### config.mk
export PLATFORM = sky130hd
export DESIGN_NAME = servo_speed_ramp_controller
export DESIGN_NICKNAME = d
export VERILOG_FILES = /design/src/hw/rtl/ssrc_pkg.sv /design/src/hw/rtl/servo_speed_ramp_controller.sv /design/src/hw/rtl/ssrc_ram.sv /design/src/hw/rtl/ssrc_alu.sv /design/src/hw/rtl/ssrc_ctrl.sv
export SDC_FILE = /design/constraint.sdc
export NUM_CORES = 1
export LEC_CHECK = 0
export ABC_AREA = 1
export BUFFER_PORTS_ARGS = -buffer_cell sky130_fd_sc_hd__buf_2
export CAP_MARGIN = 10
export CORE_MARGIN = 2
export CORE_UTILIZATION = 55
export CTS_BUF_LIST = sky130_fd_sc_hd__clkbuf_16
export DETAILED_ROUTE_END_ITERATION = 7
export PLACE_DENSITY_LB_ADDON = 0.3
export SETUP_SLACK_MARGIN = 0.2
export SYNTH_ARGS = -nofsm -noshare
export SYNTH_HDL_FRONTEND = slang
export SYNTH_SLANG_ARGS = --single-unit
### constraint.sdc
create_clock -name clk -period 10.2 [get_ports clk]
set_input_delay 0.51 -clock clk [delete_from_list [all_inputs] [get_ports clk]]
set_output_delay 0.51 -clock clk [all_outputs]
set_load 0.01 [all_outputs]
### src/hw/rtl/ssrc_pkg.sv
`default_nettype none
// ----------------------------------------------------------------------------
// ssrc_pkg: servo speed ramp controller shared types
// Input and result words, per-channel state entry, shared ALU request and
// response, sequencer states and fixed constants.
// ----------------------------------------------------------------------------
package ssrc_pkg;

  localparam int POS_W      = 16;
  localparam int SPEED_W    = 16;
  localparam int FRAC_BITS  = 5;
  localparam int ACC_W      = 17;
  localparam int DELTA_W    = ACC_W - FRAC_BITS;
  localparam int DIFF_W     = 18;
  localparam int DEN_SHIFT  = 4;
  localparam int DEN_W      = 16 - DEN_SHIFT;
  localparam int NUM_W      = 25;
  localparam int ALU_W      = 26;
  localparam int CNT_W      = 5;
  localparam int MAX_REPORT = 8;
  localparam int CH_CMP_W   = 7;

  localparam logic [7:0]         PERIOD_RESET = 8'd20;
  localparam logic [SPEED_W-1:0] SPEED_MAX    = 16'hFFFF;

  localparam logic [1:0] KIND_TICK  = 2'd0;
  localparam logic [1:0] KIND_SPEED = 2'd1;
  localparam logic [1:0] KIND_TIME  = 2'd2;

  typedef struct packed {
    logic [1:0]         kind;
    logic [2:0]         channel;
    logic signed [15:0] target_position;
    logic [7:0]         move_speed;
    logic [15:0]        move_time_ms;
  } in_item_t;

  typedef struct packed {
    logic [2:0]         out_channel;
    logic signed [15:0] out_position;
    logic               out_moving;
    logic               out_last;
  } out_item_t;

  typedef struct packed {
    logic signed [POS_W-1:0] pos;
    logic signed [POS_W-1:0] tgt;
    logic [SPEED_W-1:0]      speed;
    logic [FRAC_BITS-1:0]    frac;
    logic                    active;
  } chan_t;

  localparam int CHAN_W = $bits(chan_t);

  typedef struct packed {
    logic [ALU_W-1:0] a;
    logic [ALU_W-1:0] b;
    logic             sub;
  } alu_req_t;

  typedef struct packed {
    logic [ALU_W-1:0] sum;
    logic             carry;
  } alu_rsp_t;

  typedef enum logic [3:0] {
    S_IDLE,
    S_TRD,
    S_TLD,
    S_TDIF,
    S_TACC,
    S_TCMP,
    S_TPOS,
    S_TEMIT,
    S_MRD,
    S_MLD,
    S_MDIF,
    S_MABS,
    S_MMUL,
    S_MDIV,
    S_MFIN,
    S_MWR
  } state_t;

endpackage
`default_nettype wire

### src/hw/rtl/servo_speed_ramp_controller.sv
`default_nettype none
// Tick: each channel is read and loaded; an idle one goes to emit, one at its target
// stops after the difference, a ramping one accumulates, compares and steps or clamps,
// plus any wait on the result port. Speed move or jump: read, load, write. Timed move:
// difference, magnitude, 8-step shift-add multiply and 25-step restoring divide on the
// shared ALU, skipped under 16 ms. Other words dropped. One word in flight, in_ready
// only while idle. Reset (synchronous): all channels zero and idle, frame period 20 ms.
// ----------------------------------------------------------------------------
// servo_speed_ramp_controller: per-channel servo speed ramp controller
// Channel state in RAM, sequencer with one shared adder, frame period register.
// ----------------------------------------------------------------------------
module servo_speed_ramp_controller #(
  parameter int CHANNELS = 8
) (
  input  wire logic                clk,
  input  wire logic                rst,
  input  wire logic                cfg_valid,
  output logic                     cfg_ready,
  input  wire logic [7:0]          cfg_data,
  input  wire logic                in_valid,
  output logic                     in_ready,
  input  wire ssrc_pkg::in_item_t  in_data,
  output logic                     out_valid,
  input  wire logic                out_ready,
  output ssrc_pkg::out_item_t      out_data
);

  localparam int IW = CHANNELS > 1 ? $clog2(CHANNELS) : 1;

  logic [7:0]                  frame_period;
  logic                        ram_we;
  logic [IW-1:0]               ram_waddr;
  logic [IW-1:0]               ram_raddr;
  logic [ssrc_pkg::CHAN_W-1:0] ram_wdata;
  logic [ssrc_pkg::CHAN_W-1:0] ram_rdata;
  ssrc_pkg::alu_req_t          alu_req;
  ssrc_pkg::alu_rsp_t          alu_rsp;

  assign cfg_ready = 1'b1;

  always_ff @(posedge clk) begin
    if (rst) begin
      frame_period <= ssrc_pkg::PERIOD_RESET;
    end else if (cfg_valid && cfg_ready) begin
      frame_period <= cfg_data;
    end
  end

  ssrc_ctrl #(
    .CHANNELS(CHANNELS)
  ) u_ctrl (
    .clk          (clk),
    .rst          (rst),
    .frame_period (frame_period),
    .in_valid     (in_valid),
    .in_ready     (in_ready),
    .in_data      (in_data),
    .out_valid    (out_valid),
    .out_ready    (out_ready),
    .out_data     (out_data),
    .ram_we       (ram_we),
    .ram_waddr    (ram_waddr),
    .ram_wdata    (ram_wdata),
    .ram_raddr    (ram_raddr),
    .ram_rdata    (ram_rdata),
    .alu_req      (alu_req),
    .alu_rsp      (alu_rsp)
  );

  ssrc_ram #(
    .WIDTH(ssrc_pkg::CHAN_W),
    .DEPTH(CHANNELS)
  ) u_ram (
    .clk   (clk),
    .we    (ram_we),
    .waddr (ram_waddr),
    .wdata (ram_wdata),
    .raddr (ram_raddr),
    .rdata (ram_rdata)
  );

  ssrc_alu u_alu (
    .req (alu_req),
    .rsp (alu_rsp)
  );

  // a tick always leaves the block busy in the cycle after it is taken
  a_tick_busy: assert property (@(posedge clk) disable iff (rst)
    in_valid && in_ready && in_data.kind == ssrc_pkg::KIND_TICK |=> !in_ready)
    else $error("tick accepted but block ready next cycle");

  // a waiting result word holds still until taken
  a_out_hold: assert property (@(posedge clk) disable iff (rst)
    out_valid && !out_ready |=> out_valid && $stable(out_data))
    else $error("result word dropped or changed while waiting");

  // more words of the tick still to come, so input stays blocked
  a_mid_tick_busy: assert property (@(posedge clk) disable iff (rst)
    out_valid && out_ready && !out_data.out_last |-> !in_ready)
    else $error("input ready in the middle of a tick");

endmodule
`default_nettype wire

### src/hw/rtl/ssrc_ram.sv
`default_nettype none
// ----------------------------------------------------------------------------
// ssrc_ram: generic single-write, single-read RAM
// One write port, one read port with registered read data.
// ----------------------------------------------------------------------------
module ssrc_ram #(
  parameter int WIDTH = 8,
  parameter int DEPTH = 8
) (
  input  wire logic                                    clk,
  input  wire logic                                    we,
  input  wire logic [(DEPTH > 1 ? $clog2(DEPTH) : 1)-1:0] waddr,
  input  wire logic [WIDTH-1:0]                        wdata,
  input  wire logic [(DEPTH > 1 ? $clog2(DEPTH) : 1)-1:0] raddr,
  output logic      [WIDTH-1:0]                        rdata
);

  logic [WIDTH-1:0] mem [DEPTH];

  always_ff @(posedge clk) begin
    if (we) begin
      mem[waddr] <= wdata;
    end
    rdata <= mem[raddr];
  end

endmodule
`default_nettype wire

### src/hw/rtl/ssrc_alu.sv
`default_nettype none
// ----------------------------------------------------------------------------
// ssrc_alu: shared add/subtract unit
// Single wide adder used for differences, accumulation, shift-add multiply
// and restoring divide steps. Carry out is set on a >= b when subtracting.
// ----------------------------------------------------------------------------
module ssrc_alu (
  input  wire ssrc_pkg::alu_req_t req,
  output ssrc_pkg::alu_rsp_t      rsp
);

  logic [ssrc_pkg::ALU_W-1:0] b_eff;
  logic [ssrc_pkg::ALU_W:0]   total;

  assign b_eff = req.sub ? ~req.b : req.b;
  assign total = {1'b0, req.a} + {1'b0, b_eff} + (ssrc_pkg::ALU_W + 1)'(req.sub);

  assign rsp.sum   = total[ssrc_pkg::ALU_W-1:0];
  assign rsp.carry = total[ssrc_pkg::ALU_W];

endmodule
`default_nettype wire

### src/hw/rtl/ssrc_ctrl.sv
`default_nettype none
// ----------------------------------------------------------------------------
// ssrc_ctrl: sequencer and datapath registers
// Walks ticks channel by channel and works move commands through the shared
// ALU: difference, magnitude, shift-add multiply, restoring divide.
// ----------------------------------------------------------------------------
module ssrc_ctrl #(
  parameter int CHANNELS = 8
) (
  input  wire logic                   clk,
  input  wire logic                   rst,
  input  wire logic [7:0]             frame_period,
  input  wire logic                   in_valid,
  output logic                        in_ready,
  input  wire ssrc_pkg::in_item_t     in_data,
  output logic                        out_valid,
  input  wire logic                   out_ready,
  output ssrc_pkg::out_item_t         out_data,
  output logic                        ram_we,
  output logic [(CHANNELS > 1 ? $clog2(CHANNELS) : 1)-1:0] ram_waddr,
  output logic [ssrc_pkg::CHAN_W-1:0] ram_wdata,
  output logic [(CHANNELS > 1 ? $clog2(CHANNELS) : 1)-1:0] ram_raddr,
  input  wire logic [ssrc_pkg::CHAN_W-1:0] ram_rdata,
  output ssrc_pkg::alu_req_t          alu_req,
  input  wire ssrc_pkg::alu_rsp_t     alu_rsp
);

  localparam int IW   = CHANNELS > 1 ? $clog2(CHANNELS) : 1;
  localparam int NREP = CHANNELS < ssrc_pkg::MAX_REPORT ? CHANNELS : ssrc_pkg::MAX_REPORT;
  localparam int AW   = ssrc_pkg::ALU_W;

  ssrc_pkg::state_t state, state_next;

  logic [IW-1:0]                     idx;
  logic [CHANNELS-1:0]               vld;
  logic                              ent_vld;
  ssrc_pkg::in_item_t                item;
  ssrc_pkg::chan_t                   ent;
  ssrc_pkg::chan_t                   rd_ent;
  ssrc_pkg::chan_t                   mld_ent;
  logic [ssrc_pkg::DIFF_W-1:0]       d;
  logic [ssrc_pkg::DELTA_W-1:0]      delta;
  logic [ssrc_pkg::NUM_W-1:0]        acc;
  logic [ssrc_pkg::DEN_W-1:0]        rem;
  logic [ssrc_pkg::CNT_W-1:0]        cnt;

  logic [ssrc_pkg::DEN_W-1:0]        den;
  logic [ssrc_pkg::DEN_W:0]          trial;
  logic                              sum_zero;
  logic                              clamp;
  logic                              report;
  logic                              emit_go;
  logic                              last_ch;
  logic                              move_ok;

  assign den      = item.move_time_ms[15:ssrc_pkg::DEN_SHIFT];
  assign trial    = {rem, acc[ssrc_pkg::NUM_W-1]};
  assign sum_zero = alu_rsp.sum[ssrc_pkg::DIFF_W-1:0] == '0;
  // d > 0 clamps when d - delta goes negative, d < 0 when d + delta goes positive
  assign clamp    = d[ssrc_pkg::DIFF_W-1] ? (!alu_rsp.sum[AW-1] && !sum_zero)
                                          : alu_rsp.sum[AW-1];
  assign report   = ssrc_pkg::CH_CMP_W'(idx) < ssrc_pkg::CH_CMP_W'(NREP);
  assign emit_go  = !report || !out_valid || out_ready;
  assign last_ch  = idx == IW'(CHANNELS - 1);
  assign move_ok  = (in_data.kind == ssrc_pkg::KIND_SPEED || in_data.kind == ssrc_pkg::KIND_TIME)
                    && (ssrc_pkg::CH_CMP_W'(in_data.channel) < ssrc_pkg::CH_CMP_W'(CHANNELS));

  assign rd_ent = ent_vld ? ssrc_pkg::chan_t'(ram_rdata) : '0;

  always_comb begin
    mld_ent = rd_ent;
    if (item.kind == ssrc_pkg::KIND_SPEED) begin
      if (item.move_speed == '0) begin
        mld_ent.pos    = item.target_position;
        mld_ent.active = 1'b0;
      end else begin
        mld_ent.speed  = ssrc_pkg::SPEED_W'(item.move_speed);
        mld_ent.tgt    = item.target_position;
        mld_ent.active = 1'b1;
      end
    end else if (item.move_time_ms == '0) begin
      mld_ent.pos    = item.target_position;
      mld_ent.active = 1'b0;
    end
  end

  // next state
  always_comb begin
    state_next = state;
    case (state)
      ssrc_pkg::S_IDLE: begin
        if (in_valid) begin
          if (in_data.kind == ssrc_pkg::KIND_TICK) state_next = ssrc_pkg::S_TRD;
          else if (move_ok) state_next = ssrc_pkg::S_MRD;
        end
      end
      ssrc_pkg::S_TRD:  state_next = ssrc_pkg::S_TLD;
      ssrc_pkg::S_TLD:  state_next = rd_ent.active ? ssrc_pkg::S_TDIF : ssrc_pkg::S_TEMIT;
      ssrc_pkg::S_TDIF: state_next = sum_zero ? ssrc_pkg::S_TEMIT : ssrc_pkg::S_TACC;
      ssrc_pkg::S_TACC: state_next = ssrc_pkg::S_TCMP;
      ssrc_pkg::S_TCMP: state_next = clamp ? ssrc_pkg::S_TEMIT : ssrc_pkg::S_TPOS;
      ssrc_pkg::S_TPOS: state_next = ssrc_pkg::S_TEMIT;
      ssrc_pkg::S_TEMIT: begin
        if (emit_go) state_next = last_ch ? ssrc_pkg::S_IDLE : ssrc_pkg::S_TRD;
      end
      ssrc_pkg::S_MRD:  state_next = ssrc_pkg::S_MLD;
      ssrc_pkg::S_MLD: begin
        if (item.kind == ssrc_pkg::KIND_TIME && item.move_time_ms != '0)
          state_next = ssrc_pkg::S_MDIF;
        else
          state_next = ssrc_pkg::S_MWR;
      end
      ssrc_pkg::S_MDIF: state_next = ssrc_pkg::S_MABS;
      ssrc_pkg::S_MABS: state_next = ssrc_pkg::S_MMUL;
      ssrc_pkg::S_MMUL: begin
        if (cnt == '0) state_next = (den == '0) ? ssrc_pkg::S_MFIN : ssrc_pkg::S_MDIV;
      end
      ssrc_pkg::S_MDIV: begin
        if (cnt == '0) state_next = ssrc_pkg::S_MFIN;
      end
      ssrc_pkg::S_MFIN: state_next = ssrc_pkg::S_MWR;
      ssrc_pkg::S_MWR:  state_next = ssrc_pkg::S_IDLE;
      default:          state_next = ssrc_pkg::S_IDLE;
    endcase
  end

  // outputs and ALU operand select
  always_comb begin
    in_ready    = 1'b0;
    ram_we      = 1'b0;
    alu_req.a   = '0;
    alu_req.b   = '0;
    alu_req.sub = 1'b0;
    case (state)
      ssrc_pkg::S_IDLE: in_ready = 1'b1;
      ssrc_pkg::S_TDIF: begin
        alu_req.a   = AW'(ent.tgt);
        alu_req.b   = AW'(ent.pos);
        alu_req.sub = 1'b1;
      end
      // distance from the current position to the new target
      ssrc_pkg::S_MDIF: begin
        alu_req.a   = AW'(item.target_position);
        alu_req.b   = AW'(ent.pos);
        alu_req.sub = 1'b1;
      end
      ssrc_pkg::S_TACC: begin
        alu_req.a = AW'(ent.speed);
        alu_req.b = AW'(ent.frac);
      end
      ssrc_pkg::S_TCMP: begin
        alu_req.a   = {{(AW - ssrc_pkg::DIFF_W){d[ssrc_pkg::DIFF_W-1]}}, d};
        alu_req.b   = AW'(delta);
        alu_req.sub = !d[ssrc_pkg::DIFF_W-1];
      end
      ssrc_pkg::S_TPOS: begin
        alu_req.a   = AW'(ent.tgt);
        alu_req.b   = {{(AW - ssrc_pkg::DIFF_W){d[ssrc_pkg::DIFF_W-1]}}, d};
        alu_req.sub = 1'b1;
      end
      ssrc_pkg::S_TEMIT: ram_we = emit_go;
      ssrc_pkg::S_MABS: begin
        if (d[ssrc_pkg::DIFF_W-1]) begin
          alu_req.b   = {{(AW - ssrc_pkg::DIFF_W){1'b1}}, d};
          alu_req.sub = 1'b1;
        end else begin
          alu_req.a = AW'(d);
        end
      end
      ssrc_pkg::S_MMUL: begin
        alu_req.a = {acc, 1'b0};
        alu_req.b = frame_period[cnt[2:0]] ? AW'(d[ssrc_pkg::POS_W-1:0]) : '0;
      end
      ssrc_pkg::S_MDIV: begin
        alu_req.a   = AW'(trial);
        alu_req.b   = AW'(den);
        alu_req.sub = 1'b1;
      end
      ssrc_pkg::S_MWR: ram_we = 1'b1;
      default: ;
    endcase
  end

  assign ram_waddr = idx;
  assign ram_raddr = idx;
  assign ram_wdata = ent;

  always_ff @(posedge clk) begin
    if (rst) begin
      state <= ssrc_pkg::S_IDLE;
      vld   <= '0;
    end else begin
      state <= state_next;
      if (ram_we) vld[idx] <= 1'b1;
    end
  end

  always_ff @(posedge clk) begin
    ent_vld <= vld[idx];
    case (state)
      ssrc_pkg::S_IDLE: begin
        if (in_valid) begin
          item <= in_data;
          idx  <= (in_data.kind == ssrc_pkg::KIND_TICK) ? '0 : IW'(in_data.channel);
        end
      end
      ssrc_pkg::S_TLD: ent <= rd_ent;
      ssrc_pkg::S_MLD: ent <= mld_ent;
      ssrc_pkg::S_TDIF: begin
        d <= alu_rsp.sum[ssrc_pkg::DIFF_W-1:0];
        if (sum_zero) begin
          ent.active <= 1'b0;
          ent.frac   <= '0;
        end
      end
      ssrc_pkg::S_MDIF: d <= alu_rsp.sum[ssrc_pkg::DIFF_W-1:0];
      ssrc_pkg::S_TACC: begin
        // remainder after taking whole steps is just the fraction bits
        ent.frac <= alu_rsp.sum[ssrc_pkg::FRAC_BITS-1:0];
        delta    <= alu_rsp.sum[ssrc_pkg::ACC_W-1:ssrc_pkg::FRAC_BITS];
      end
      ssrc_pkg::S_TCMP: begin
        if (clamp) ent.pos <= ent.tgt;
        else d <= alu_rsp.sum[ssrc_pkg::DIFF_W-1:0];
      end
      ssrc_pkg::S_TPOS: ent.pos <= alu_rsp.sum[ssrc_pkg::POS_W-1:0];
      ssrc_pkg::S_TEMIT: begin
        if (emit_go && !last_ch) idx <= IW'(idx + 1'b1);
      end
      ssrc_pkg::S_MABS: begin
        d   <= ssrc_pkg::DIFF_W'(alu_rsp.sum[ssrc_pkg::POS_W-1:0]);
        cnt <= ssrc_pkg::CNT_W'(7);
        acc <= '0;
      end
      ssrc_pkg::S_MMUL: begin
        if (cnt == '0) begin
          // doubled product becomes the dividend
          acc <= {alu_rsp.sum[ssrc_pkg::NUM_W-2:0], 1'b0};
          cnt <= ssrc_pkg::CNT_W'(ssrc_pkg::NUM_W - 1);
          rem <= '0;
        end else begin
          acc <= alu_rsp.sum[ssrc_pkg::NUM_W-1:0];
          cnt <= cnt - 1'b1;
        end
      end
      ssrc_pkg::S_MDIV: begin
        rem <= alu_rsp.carry ? alu_rsp.sum[ssrc_pkg::DEN_W-1:0] : trial[ssrc_pkg::DEN_W-1:0];
        acc <= {acc[ssrc_pkg::NUM_W-2:0], alu_rsp.carry};
        cnt <= cnt - 1'b1;
      end
      ssrc_pkg::S_MFIN: begin
        if (den == '0 || acc[ssrc_pkg::NUM_W-1:ssrc_pkg::SPEED_W] != '0)
          ent.speed <= ssrc_pkg::SPEED_MAX;
        else
          ent.speed <= acc[ssrc_pkg::SPEED_W-1:0];
        ent.tgt    <= item.target_position;
        ent.active <= 1'b1;
      end
      default: ;
    endcase
  end

  // result word register
  always_ff @(posedge clk) begin
    if (rst) begin
      out_valid <= 1'b0;
    end else if (state == ssrc_pkg::S_TEMIT && emit_go && report) begin
      out_valid <= 1'b1;
    end else if (out_ready) begin
      out_valid <= 1'b0;
    end
  end

  always_ff @(posedge clk) begin
    if (state == ssrc_pkg::S_TEMIT && emit_go && report) begin
      out_data.out_channel  <= 3'(idx);
      out_data.out_position <= ent.pos;
      out_data.out_moving   <= ent.active;
      out_data.out_last     <= ssrc_pkg::CH_CMP_W'(idx) == ssrc_pkg::CH_CMP_W'(NREP - 1);
    end
  end

endmodule
`default_nettype wire
# ---- Word level (Yosys, flattened, before mapping)
# Memory sizes are Yosys's and may differ from the RTL's. A register that Yosys moved wholly into a read port is not among the register bits.
# Index checks and enable logic that the tools add are counted.
dict set report totals {
  ff_bits 214
  latch_bits 0
  ram_bits 432
  rom_bits 0
  in_bits 58
  out_inout_bits 24
  elab_cells 166
  memories 1
}
dict set report op_classes {
  add_sub_neg 4
  mul 0
  n_div 0
  order_cmp 3
  n_eq_ne 29
  shifts 0
  mux 61
  n_bitwise 2
  n_reduce_logical 42
}
# name depth width read_ports rd_clocked_by_memory_dff write_ports line
set memory_table {}
lappend memory_table {u_ram.mem 8 54 1 1 1 ssrc_ram.sv:18} ;# logic [WIDTH-1:0] mem [DEPTH];
# cell count
set ops {}
lappend ops {{$pmux 52 s8} 1}
lappend ops {{$mux 16} 6}
lappend ops {{$pmux 32 s3} 1}
lappend ops {{$pmux 25 s3} 1}
lappend ops {{$mux 32} 2}
lappend ops {{$pmux 16 s4} 1}
lappend ops {{$pmux 4 s16} 1}
lappend ops {{$mux 54} 1}
lappend ops {{$pmux 18 s3} 1}
lappend ops {{$eq 4x4->1 const B} 8}
lappend ops {{$pmux 5 s3} 2}
lappend ops {{$add 26x26->27} 1}
lappend ops {{$add 27x1->27} 1}
lappend ops {{$mux 27} 1}
lappend ops {{$mux 26} 1}
lappend ops {{$not 26->26} 1}
lappend ops {{$mux 25} 1}
lappend ops {{$mux 12} 2}
lappend ops {{$mux 4} 6}
lappend ops {{$pmux 12 s2} 1}
lappend ops {{$logic_not 18->1} 1}
lappend ops {{$mux 18} 1}
lappend ops {{$mux 17} 1}
lappend ops {{$eq 4x3->1 const B} 4}
lappend ops {{other kinds (43)} 94}

# ---- Depth between registers and ports, before layout
dict set report depth {
  word_depth 14
  depth_mapped 34
  mapped_depth_nobuf 34
}

# ---- By module
# A second synthesis with hierarchy kept.
dict set report unflattened {
  cells_unflattened 3398
  hier_area_um2 32379.8
}
# module n_inst cells_per_inst area_each_um2 seq_area_each_um2
set by_module_without_submodules {}
lappend by_module_without_submodules {ssrc_ram 1 1937 19945.4 14053.5}
lappend by_module_without_submodules {ssrc_ctrl 1 1011 9950.8 6045.8}
lappend by_module_without_submodules {ssrc_alu 1 401 2155.8 0.0}
lappend by_module_without_submodules {servo_speed_ramp_controller 1 49 327.8 160.2}

# ---- Worst setup path after synthesis
# OpenSTA, ideal clock, no wires.
dict set report synth_path {
  kind {reg-to-reg}
  start {register u_ctrl.state[1]}
  end {memory u_ram.mem[2][0] (netlist bit), enable pin}
  setup_ns 0.603
  t_arrival_ns 7.413
  required_time_ns 9.597
  path_slack_ns 2.184
  path_stages_with_launch 9
  n_path_buf 0
  synth_period_minus_slack_ns 8.016
  path_cell_list {dfxtp_1 -> nand2_1 -> nor2_1 -> inv_1 -> nor2_1 -> inv_1 -> nand2_1 -> inv_1 -> nor4_1}
}
dict set report synth_between {
  elab_chain_len 4
  elab_cells_between_ends 5
  cone_classes {2 x eq/ne; 3 x mux}
}
# item line
set synth_rtl {}
lappend synth_rtl {{start, declared} ssrc_ctrl.sv:32} ;# ssrc_pkg::state_t state, state_next;
lappend synth_rtl {{start signal, assigned} ssrc_ctrl.sv:190} ;# state <= ssrc_pkg::S_IDLE;
lappend synth_rtl {{start signal, assigned} ssrc_ctrl.sv:193} ;# state <= state_next;
lappend synth_rtl {{$eq 4x4->1 / $eq 4x3->1 (equally long branches)} ssrc_ctrl.sv:134} ;# case (state)
lappend synth_rtl {{$pmux 1 s2 (*)} ssrc_ctrl.sv:134}
lappend synth_rtl {{$mux 1 (*)} ssrc_ram.sv:21} ;# if (we) begin
lappend synth_rtl {{$mux 1 (implied by the code) (*)} ssrc_ram.sv:22} ;# mem[waddr] <= wdata;
lappend synth_rtl {{end, declared} ssrc_ram.sv:18}
# Every way passes the cells marked *; elsewhere a longest branch is shown, timed or not.

==> impl_metrics.csv <==
group,metric,value,unit
outcome,status,"finished, final reports clean",
sta,rsz0062_at_grt,"no",
power,power_leakage,0.0117,µW
finish,fin_area,0.0318,mm²
clocking,cts_resized,0,
synthesis,synth_top_area_frac,0.664,
clocking,cts_buffers,72,
critical_path,crit_start,"u_ctrl.state[2]",
placed_design,port_buffers,80,
clocking,ctsLongestPathBuffers,3,
synthesis,ys.flop_type,"edfxtp_1",
critical_path,cp_slowest_cell,"xor2_1",
synthesis,synth_edf_count,624,
sta,final-setup-viol-count,0,
critical_path,required,10450,ps
global_routing,antenna_found_initial,0,
sta,totalNegativeSetupSlack,0,ps
critical_path,critPathLaunchType,"flip-flop",
floorplan,dieArea,0.0531,mm²
sta,slew_headroom,0.0671,
routing,drt_drc_violations_left,0,
synthesis,synth_async_sr_flop_share,0,
min_path,hold_depth,1,
critical_path,critPathTopFamily,"simple AND/OR/NAND/NOR gates",
global_routing,grt-ovfl-total,0,
floorplan,ios,82,
finish,diodes,0,
power,cellPowerDensity,241,mW/mm²
finish,mostFrequentLayoutCell,"edfxtp_1",
finish,layout-drive-gt1-share,0.116,
critical_path,r2r_cells,27,
clocking,clk_pin_slew_worst_paths,70,ps
clocking,h-tree-depth,3,
critical_path,cp-endpoint,"u_ctrl.ram_wdata[41]",
placed_design,postPlaceCellArea,0.0295,mm²
critical_path,timing.rr.start,"u_ctrl.state[2]",
critical_path,reg2reg_setup_slack,4490,ps
floorplan,core-area,0.0510,mm²
placed_design,gp_congestion,1.03,
critical_path,arrival,5960,ps
finish,final_cell_mix,"edfxtp_1 (624), nand2_1 (430), inv_1 (206)",
sta,period_minus_slack,5710,ps
finish,multi_input_area,0.00698,mm²
clocking,clock-sinks,700,
synthesis,avgSynthCellArea,12.8,µm²
critical_path,crit_buf_inv,5,
clocking,cts_root_buf,"clkbuf_16",
floorplan,rows,83,
synthesis,ys_top_cells_by_area,"edfxtp_1 (66%), nand2_1 (5.7%), dfxtp_1 (5.4%), inv_1 (2.6%), a22oi_1 (2.4%)",
clocking,cts_tree,"built",
power,ir_drop,189,µV
global_routing,grt_max_degree,57,
global_routing,grt_pass1_vias,18561,
sta,finalCritPeriodShare,0.559,
critical_path,cp_common_cell,"nand2_1",
floorplan,die_w,230,µm
critical_path,cp_num_cells,27,
synthesis,synth_seq_area_share,0.718,
critical_path,r2r-end,"u_ctrl.ram_wdata[41]",
clocking,clock_latency,630,ps
job,maxCapViolations,0,
floorplan,fp.dieH,230,µm
floorplan,initial_core_util,0.553,
critical_path,crit_path_end_kind,"flip-flop",
routing,wirelength,86.2,mm
synthesis,yosysWarnings,0,
clocking,cts-hold-fix-buffers,0,
routing,vias,19382,
routing,drt_iter0_drc,2364,
sta,slew_violations,0,
clocking,cts_setup_buffers,0,
synthesis,synth.distinct_cells,53,
synthesis,syn_inst,2212,
routing,avgViaCountPerCell,6.34,
routing,wl_per_cell,28.2,µm
routing,ant_nets,0,
critical_path,crit_fanout,48,
synthesis,ys_seq_elements,700,
global_routing,grt_use_total,0.327,
finish,seqCellArea,0.0203,mm²
synthesis,synth.largest_area_cell,"edfxtp_1",
sta,tightest_slew,1390,ps
placed_design,dp_hpwl,55.3,mm
critical_path,cpPeakStageDelay,730,ps
critical_path,crit_type,"flip-flop to flip-flop",
sta,hold_viol_final,0,
finish,nets,2404,
finish,synthToLayoutAreaGrowth,12.9,%
finish,fillers,3843,
min_path,worstHoldPathType,"input pin to flip-flop",
global_routing,grt_pass1_wl,125,mm
sta,fmax,0.175,GHz
synthesis,netlist_area,0.0282,mm²
routing,drt_pass1_iterations,6,
sta,skew,19.6,ps
synthesis,syn_nets,2300,
[cell families after synthesis]
group / synth area share
AND/OR/NAND/NOR: 0.109
flip-flops: 0.718
AO/OA/AOI/OAI: 0.112
buffers and inverters: 0.0386
adder cells (fa/ha/maj): 0.0136
XOR/XNOR: 0.00838
other: 0.000133
[Yosys cell counts, types with 22 or more instances]
cell / count
nand2_1: 431
o21ai_0: 90
dfxtp_1: 76
nand4_1: 66
edfxtp_1: 624
a21oi_1: 61
nor2_1: 112
inv_1: 192
a22oi_1: 91
clkbuf_1: 75
o221ai_1: 31
xor2_1: 22
a22o_1: 46
nand3_1: 57
ha_1: 29
a221oi_1: 49
[metal layers]
layer | track usage | up-vias | wire (µm)
met5 | 0 | - | 0
met4 | 0.116 | 0 | 2790
met2 | 0.513 | 1158 | 40300
li1 | - | 8397 | -
met1 | 0.469 | 9666 | 34700
met3 | 0.0513 | 161 | 8440
[state kept, by name (all words and copies together) (netlist names)]
signal,flops
u_ctrl.item,30
u_ctrl.ram_raddr,3
u_ctrl.vld,8
u_ctrl.d,18
u_ctrl.ram_wdata,54
u_ctrl.den,12
u_ctrl.rem,12
u_ctrl.cnt,5
u_ctrl.out_data,21
u_ctrl.delta,12
u_ram.rdata,54
u_ctrl.out_valid,1
u_ctrl.ent_vld,1
u_ctrl.state,4
frame_period,8
u_ctrl.acc,25
u_ram.mem,432
[metrics by stage]
| stage | setup slack [ps] | instances | power [µW] | hold slack [ps] | util |
|---|---|---|---|---|---|
| 6_report | 4490 | 3055 | 7690 | 50.7 | 0.625 |
| 5_1_grt | 4220 | 3055 | 7920 | 37.7 | 0.625 |
| 4_1_cts | 4570 | 3055 | 7670 | 32.0 | 0.625 |
| 3_5_place_dp | 4590 | 2922 | 5090 | 449 | 0.579 |
| 3_3_place_gp | 4720 | 2922 | 5070 | 439 | 0.579 |
| 2_1_floorplan | 2180 | 2212 | 4450 | 429 | - |
[power breakdown]
part / switching (µW) / internal (µW)
sequential: 291 / 3510
clock: 1110 / 1500
combinational: 937 / 344
[worst min path at each step]
stage	start	end	slack (ps)
finish	in_data[5]	u_ctrl.den[1]	50
floorplan	frame_period[0]	frame_period[0]	430
CTS	in_data[5]	u_ctrl.den[1]	30
global route	in_data[7]	u_ctrl.den[3]	40
global placement	u_ram.mem[2][32]	u_ram.rdata[32]	440
detailed placement	u_ram.mem[7][35]	u_ram.rdata[35]	450
[cell type report]
| type | instances | area share |
|---|---|---|
| Tap cell | 680 | 0.0267 |
| Clock inverter | 58 | 0.0147 |
| Multi-Input combinational cell | 1225 | 0.219 |
| Clock buffer | 75 | 0.0589 |
| Timing Repair Buffer | 113 | 0.0204 |
| Sequential cell | 700 | 0.636 |
| Inverter | 204 | 0.0240 |
Power figures use the tool's default switching activity.
